<file path="src/rtl/sim_pkg.sv">
package sim_pkg;

   // Vector and configuration formats.
   localparam int VEC_W      = 32;
   localparam int CFG_W      = 20;
   localparam int CFG_FRAC   = 12;
   localparam int FRAC       = 36;
   localparam int CSR_IDX_W  = 2;
   localparam int CSR_DATA_W = 3 * CFG_W;

   // Internal widths. K is a full bottom-block coefficient in Q.36.
   localparam int C_W     = 2 * CFG_W;
   localparam int K_W     = C_W + CFG_W + 2;
   localparam int KL_W    = 31;
   localparam int KH_W    = K_W - KL_W;
   localparam int ACC_W   = K_W + VEC_W + 4;
   localparam int RND_W   = ACC_W - FRAC;
   localparam int J_SHIFT = FRAC - CFG_FRAC;
   localparam int M_SHIFT = FRAC - CFG_FRAC;
   localparam int C_SHIFT = FRAC - 2 * CFG_FRAC;

   localparam logic [VEC_W-1:0] VEC_MAX = {1'b0, {(VEC_W-1){1'b1}}};
   localparam logic [VEC_W-1:0] VEC_MIN = {1'b1, {(VEC_W-1){1'b0}}};

   // Register indexes on the configuration port.
   localparam logic [CSR_IDX_W-1:0] CSR_MASS = 2'd0;
   localparam logic [CSR_IDX_W-1:0] CSR_COM  = 2'd1;
   localparam logic [CSR_IDX_W-1:0] CSR_DIAG = 2'd2;
   localparam logic [CSR_IDX_W-1:0] CSR_OFFD = 2'd3;

   typedef logic [2:0][VEC_W-1:0] vec3_type;

   typedef struct packed {
      logic signed [VEC_W-1:0] ang_x;
      logic signed [VEC_W-1:0] ang_y;
      logic signed [VEC_W-1:0] ang_z;
      logic signed [VEC_W-1:0] lin_x;
      logic signed [VEC_W-1:0] lin_y;
      logic signed [VEC_W-1:0] lin_z;
   } req_type;

   typedef struct packed {
      logic signed [VEC_W-1:0] top_x;
      logic signed [VEC_W-1:0] top_y;
      logic signed [VEC_W-1:0] top_z;
      logic signed [VEC_W-1:0] bot_x;
      logic signed [VEC_W-1:0] bot_y;
      logic signed [VEC_W-1:0] bot_z;
      logic                    saturated;
   } rsp_type;

   typedef struct packed {
      logic [CFG_W-1:0]      mass;
      logic [CSR_DATA_W-1:0] com;
      logic [CSR_DATA_W-1:0] diag;
      logic [CSR_DATA_W-1:0] offd;
   } cfg_type;

   typedef struct packed {
      logic                       valid;
      logic [CFG_W-1:0]           mass;
      vec3_type                   ang;
      vec3_type                   lin;
      logic [2:0][C_W-1:0]        c;
      logic [2:0][2:0][K_W-1:0]   k;
   } coef_type;

   typedef struct packed {
      logic                  valid;
      logic [5:0][ACC_W-1:0] acc;
   } acc_type;

   // Index of an off-diagonal entry of J in the packed register.
   function automatic int off_idx(input int i, input int j);
      return i + j - 1;
   endfunction

endpackage

</file>
<file path="src/rtl/sim_round.sv">
module sim_round
   import sim_pkg::*;
(
   input  logic    clock,
   input  logic    reset,
   input  acc_type acc,
   output logic    rsp_valid,
   output rsp_type rsp
);

   logic [RND_W-1:0]      r   [6];
   logic [5:0]            fit;
   logic [5:0][VEC_W-1:0] val;
   logic                  valid_ff;
   rsp_type               rsp_ff;

   // The sum already carries the rounding half; dropping the fraction
   // bits rounds, and the value fits when the bits above the sign agree.
   always_comb begin
      for (int n = 0; n < 6; n++) begin
         r[n]   = acc.acc[n][ACC_W-1:FRAC];
         fit[n] = (&r[n][RND_W-1:VEC_W-1]) | ~(|r[n][RND_W-1:VEC_W-1]);
         if (fit[n]) begin
            val[n] = r[n][VEC_W-1:0];
         end else if (r[n][RND_W-1]) begin
            val[n] = VEC_MIN;
         end else begin
            val[n] = VEC_MAX;
         end
      end
   end

   always_ff @(posedge clock) begin
      if (reset) begin
         valid_ff <= 1'b0;
      end else begin
         valid_ff <= acc.valid;
      end
      rsp_ff.top_x     <= val[0];
      rsp_ff.top_y     <= val[1];
      rsp_ff.top_z     <= val[2];
      rsp_ff.bot_x     <= val[3];
      rsp_ff.bot_y     <= val[4];
      rsp_ff.bot_z     <= val[5];
      rsp_ff.saturated <= ~(&fit);
   end

   assign rsp_valid = valid_ff;
   assign rsp       = rsp_ff;

endmodule

</file>
<file path="config.mk">
export PLATFORM = sky130hd
export DESIGN_NAME = sim_round
export DESIGN_NICKNAME = d
export VERILOG_FILES = /design/src/rtl/sim_pkg.sv /design/src/rtl/sim_round.sv
export SDC_FILE = /design/constraint.sdc
export NUM_CORES = 1
export LEC_CHECK = 0
export ABC_AREA = 0
export BUFFER_PORTS_ARGS = -buffer_cell sky130_fd_sc_hd__buf_4
export CAP_MARGIN = 15
export CORE_AREA = 3 3 306 308
export DETAILED_ROUTE_END_ITERATION = 10
export DIE_AREA = 0 0 309 311
export SLEW_MARGIN = 30
export SYNTH_ARGS = -nofsm -noshare
export SYNTH_HDL_FRONTEND = slang
export SYNTH_SLANG_ARGS = --single-unit
export TNS_END_PERCENT = 50
</file>
<file path="constraint.sdc">
create_clock -name clock -period 1.9 [get_ports clock]
set_input_delay 0.19 -clock clock [delete_from_list [all_inputs] [get_ports clock]]
set_output_delay 0.19 -clock clock [all_outputs]
set_load 0.05 [all_outputs]
</file>
Word-level counts from Yosys, hierarchy flattened
Index checks and enable logic that the tools add are counted.

Memories kept: 0. Memory bits (read-only): 0. Flip-flop bits (word level): 194. Bits in latches: 0. Input bits: 591. Memory bits (writable): 0. Logic and storage cells: 46. Output and inout bits: 194.

Multiply operators: 0. Magnitude comparators: 0. Shift-type cells: 0. Eq/ne operators: 0. Bitwise operators: 13. Div/mod/pow operators: 0. Add/subtract/negate cells: 0. Mux-type cells: 12. Reduce and logical (&&, ||, !) cells: 13.

Operator list (count): 32-bit 2-to-1 mux (12); 31-bit AND reduction (6); 31-bit OR reduction (6); 1-bit NOT (7); 1-bit OR (6); 6-bit AND reduction (1).

Depth between registers and ports, before layout
Depth after elaboration: 5. Mapped depth: 6. Gate-level depth less buffers: 5.

Least setup slack after synthesis
OpenSTA, ideal clock, no wires.

Path kind: in2reg. Start: in acc[269] in the netlist's numbering. End: reg rsp_ff (netlist bit rsp[0]). Slack: 0.691 ns. Required time: 1.779 ns. Stages: 5. Setup time: 0.121 ns. Buffers on the path: 0. Arrival: 1.088 ns. Cells stage by stage: nor4_1 -> nand4_1 -> a2bb2oi_1 -> nor4_1 -> nand2_1.

Longest elaborated chain between the ends: 5. Elaborated cells on any way between the ends: 6. Classes of those cells: bitwise: 3; reduce/logical: 3.

Ends and longest elaborated chain: from (decl) (line sim_round.sv:6) `input acc_type acc,`; 31-bit OR reduction (line sim_round.sv:22) `fit[n] = (&r[n][RND_W-1:VEC_W-1]) | ~(|r[n][RND_W-1:VEC_W-1]);`; 1-bit NOT (line sim_round.sv:22); 1-bit OR (*) (line sim_round.sv:22); 6-bit AND reduction (*) (line sim_round.sv:45) `rsp_ff.saturated <= ~(&fit);`; 1-bit NOT (*) (line sim_round.sv:45); to (decl) (line sim_round.sv:15) `rsp_type rsp_ff;`.

Every way passes the cells marked *; elsewhere a longest branch is shown, timed or not. A chain may end at the register's enable or synchronous reset.

==> metrics.cfg <==
[logic_synthesis]
synth_edf_count=0
synth_common_cells=194 x dfxtp_1, 186 x inv_1, 162 x o21ai_0, 55 x nor4_1, 54 x nand4_1
syn-instance-count=744
synth.largest_area_cell=dfxtp_1
syn_nets=1335
synth_top_area_share_pct=58.7
ys_seq_elements=194
synth_cell_types=18
async_flop_share_pct=0
synth-main-ff-cell=dfxtp_1
synth_sequential_area_ratio_pct=58.7
syn_area_per_cell_um2=8.89
yosys_warnings=0
post-synth-top-count-cell=dfxtp_1
synthesis.area_um2=6620
ys_top_cells_by_area=dfxtp_1 59%, o21ai_0 12%, inv_1 11%

[floorplanning]
pin_count=785
die-area_um2=96100
num_rows=111
die_w_um=309
start_util_pct=7.24
core_area_um2=91400
die_h_um=311

[critical_path]
cp.required_ns=2.28
cpMostUsedCell=buf_4
critPathMaxStageDelay_ns=0.54
critPathArrivalTime_ns=2.18
crit_fanout=13
critPathCaptureType=flip-flop
start_kind=input port
cp_cell_sequence=dlygate4sd3_1 > buf_4 > nor4_2 > nand4_1 > a2bb2oi_4 > nand2b_2 > buf_4 > o21ai_0 > buf_4
slowest_stage=dlygate4sd3_1
path_class=input port to flip-flop

[global_route]
grt_pass1_wl_mm=51.9
grt_overflow=0
antenna_found_initial=8
grt_max_degree=32
grt_use_total_pct=7.72
grt_pass1_vias=8339

[timing]
layout_setup_ws_ns=0.0991
fin_crit_ns=1.80
slew_headroom_pct=50.6
rsz0062_at_grt=false
drv_slew=0
setup_viol=0
min_period_over_period_pct=94.8
holdWs_ns=0.0607
worst_pin_slew_ns=0.735
hold_viol_final=0
fmax_mhz=555

[power_and_ir_drop]
ir_drop_uv=706
clockPowerShare_pct=36.4
leakage_nw=7.02
power_density_nw_per_um2=715
p_sw_mw=3.44
internal_power_mw=7.34
comb_power_share_pct=23.3
seq_power_share_pct=40.3
switching_share_pct=31.9

[finish]
drive_gt1_share_pct=43.8
fin_nets=2108
area_growth_syn_to_layout_pct=128

[clock_network]
cts_made_buffers=17
cts_tree=built
clock_sinks=194
cts_buffer_depth=2
h-tree-depth=4
root_buffer=clkbuf_16
path_clk_slew_ns=0.08

[placed_design]
pre_cts_slack_ns=-0.267
gp_congestion=0.771
port_buffers=568
hpwl_mm=30.8

[drt]
drtAntennaViolNets=0
wl_per_cell_um=14.2
drt-total-wl_mm=38.7
viasPerCell=3.01
drt-initial-drc-count=307
dr_total_vias=8204
drc=0
first_pass_iters=4

[status]
outcome=finished, final reports clean

[worst_hold_path]
holdCritPathClass=input port to flip-flop

[job]
maxCapViolCount=0

## critical path, delay by kind of cell
family	cells	cell delay, ns
buf+inv	4	1.03
compound gates	2	0.35
simple gates	3	0.61
## cells by family (layout without fill, tap and decap cells)
kind of cell | Yosys count | count (layout) | synth area share [%]
simple gates | 130 | 130 | 12.2
buf+inv | 228 | 1014 | 14.2
compound gates | 192 | 192 | 14.9
other cells | 0 | 6 | 0
flops | 194 | 194 | 58.7
## final cells by class
cell class	instances	area, µm²
inverter	186	698
tap	1186	1480
multi-input combinational	322	1900
sequential	194	3880
fill	10182	76300
clock inverter	14	164
timing repair buffer	796	6510
antenna	6	15.0
clock buffer	18	439
## power by group through the flow
stage	combinational (mW)	clock [mW]	sequential [mW]
floorplan	0.226	0	5.20
global placement	2.21	0	4.44
detailed placement	2.22	0	4.45
CTS	2.52	4.22	4.35
global route	2.65	4.34	4.37
finish	2.51	3.92	4.35
## timing repair
| action | CTS | global route |
|---|---|---|
| setup buffers | 0 | 0 |
| setup endpoints to repair | 0 | 14 |
| endpoints found under the hold margin | 171 | 0 |
| gates resized for setup | 0 | 1 |
| hold buffers | 172 | 0 |
## sequential cells by signal, summed over array words and instances (netlist names)
signal,count
rsp,193
rsp_valid,1
## path summary, 6_finish.rpt
check	from	to	cells after the start
max	acc[195]	rsp[135]$_DFF_P_	9
min	acc[148]	rsp[143]$_DFF_P_	3
## routing by layer
layer	up-vias	share of wire (%)	global-route usage, %
li1	4015	-	-
met1	3651	42	8.65
met4	6	3.9	4.39
met5	-	0.10	0
met3	58	9.4	2.97
met2	474	45	12.5
## per-stage QoR
stage               power (mW)  instance area, µm²  setup TNS [ns]  utilization, %  cells
global route              11.4               15100               0            16.5   2718
detailed placement        6.67               12700           -5.82            13.9   2512
CTS                       11.1               15100               0            16.5   2716
global placement          6.65               12700           -4.71            13.9   2512
finish                    10.8               15100               0            16.5   2722
floorplan                 5.43                6620               0               -    744
## placed cells by master (no fill, tap or decap), types with 6 or more instances in the layout
cell type | Yosys | final
buf_12 | 0 | 8
buf_4 | 2 | 616
clkbuf_16 | 0 | 17
dfxtp_1 | 194 | 194
diode_2 | 0 | 6
dlygate4sd3_1 | 0 | 172
inv_1 | 186 | 186
nand2b_2 | 6 | 6
nand3_1 | 6 | 6
nand4_1 | 54 | 54
nor3_1 | 6 | 6
nor4_1 | 55 | 53
o21ai_0 | 162 | 162
o21ai_1 | 24 | 24
(Power assumes the default switching activity.)
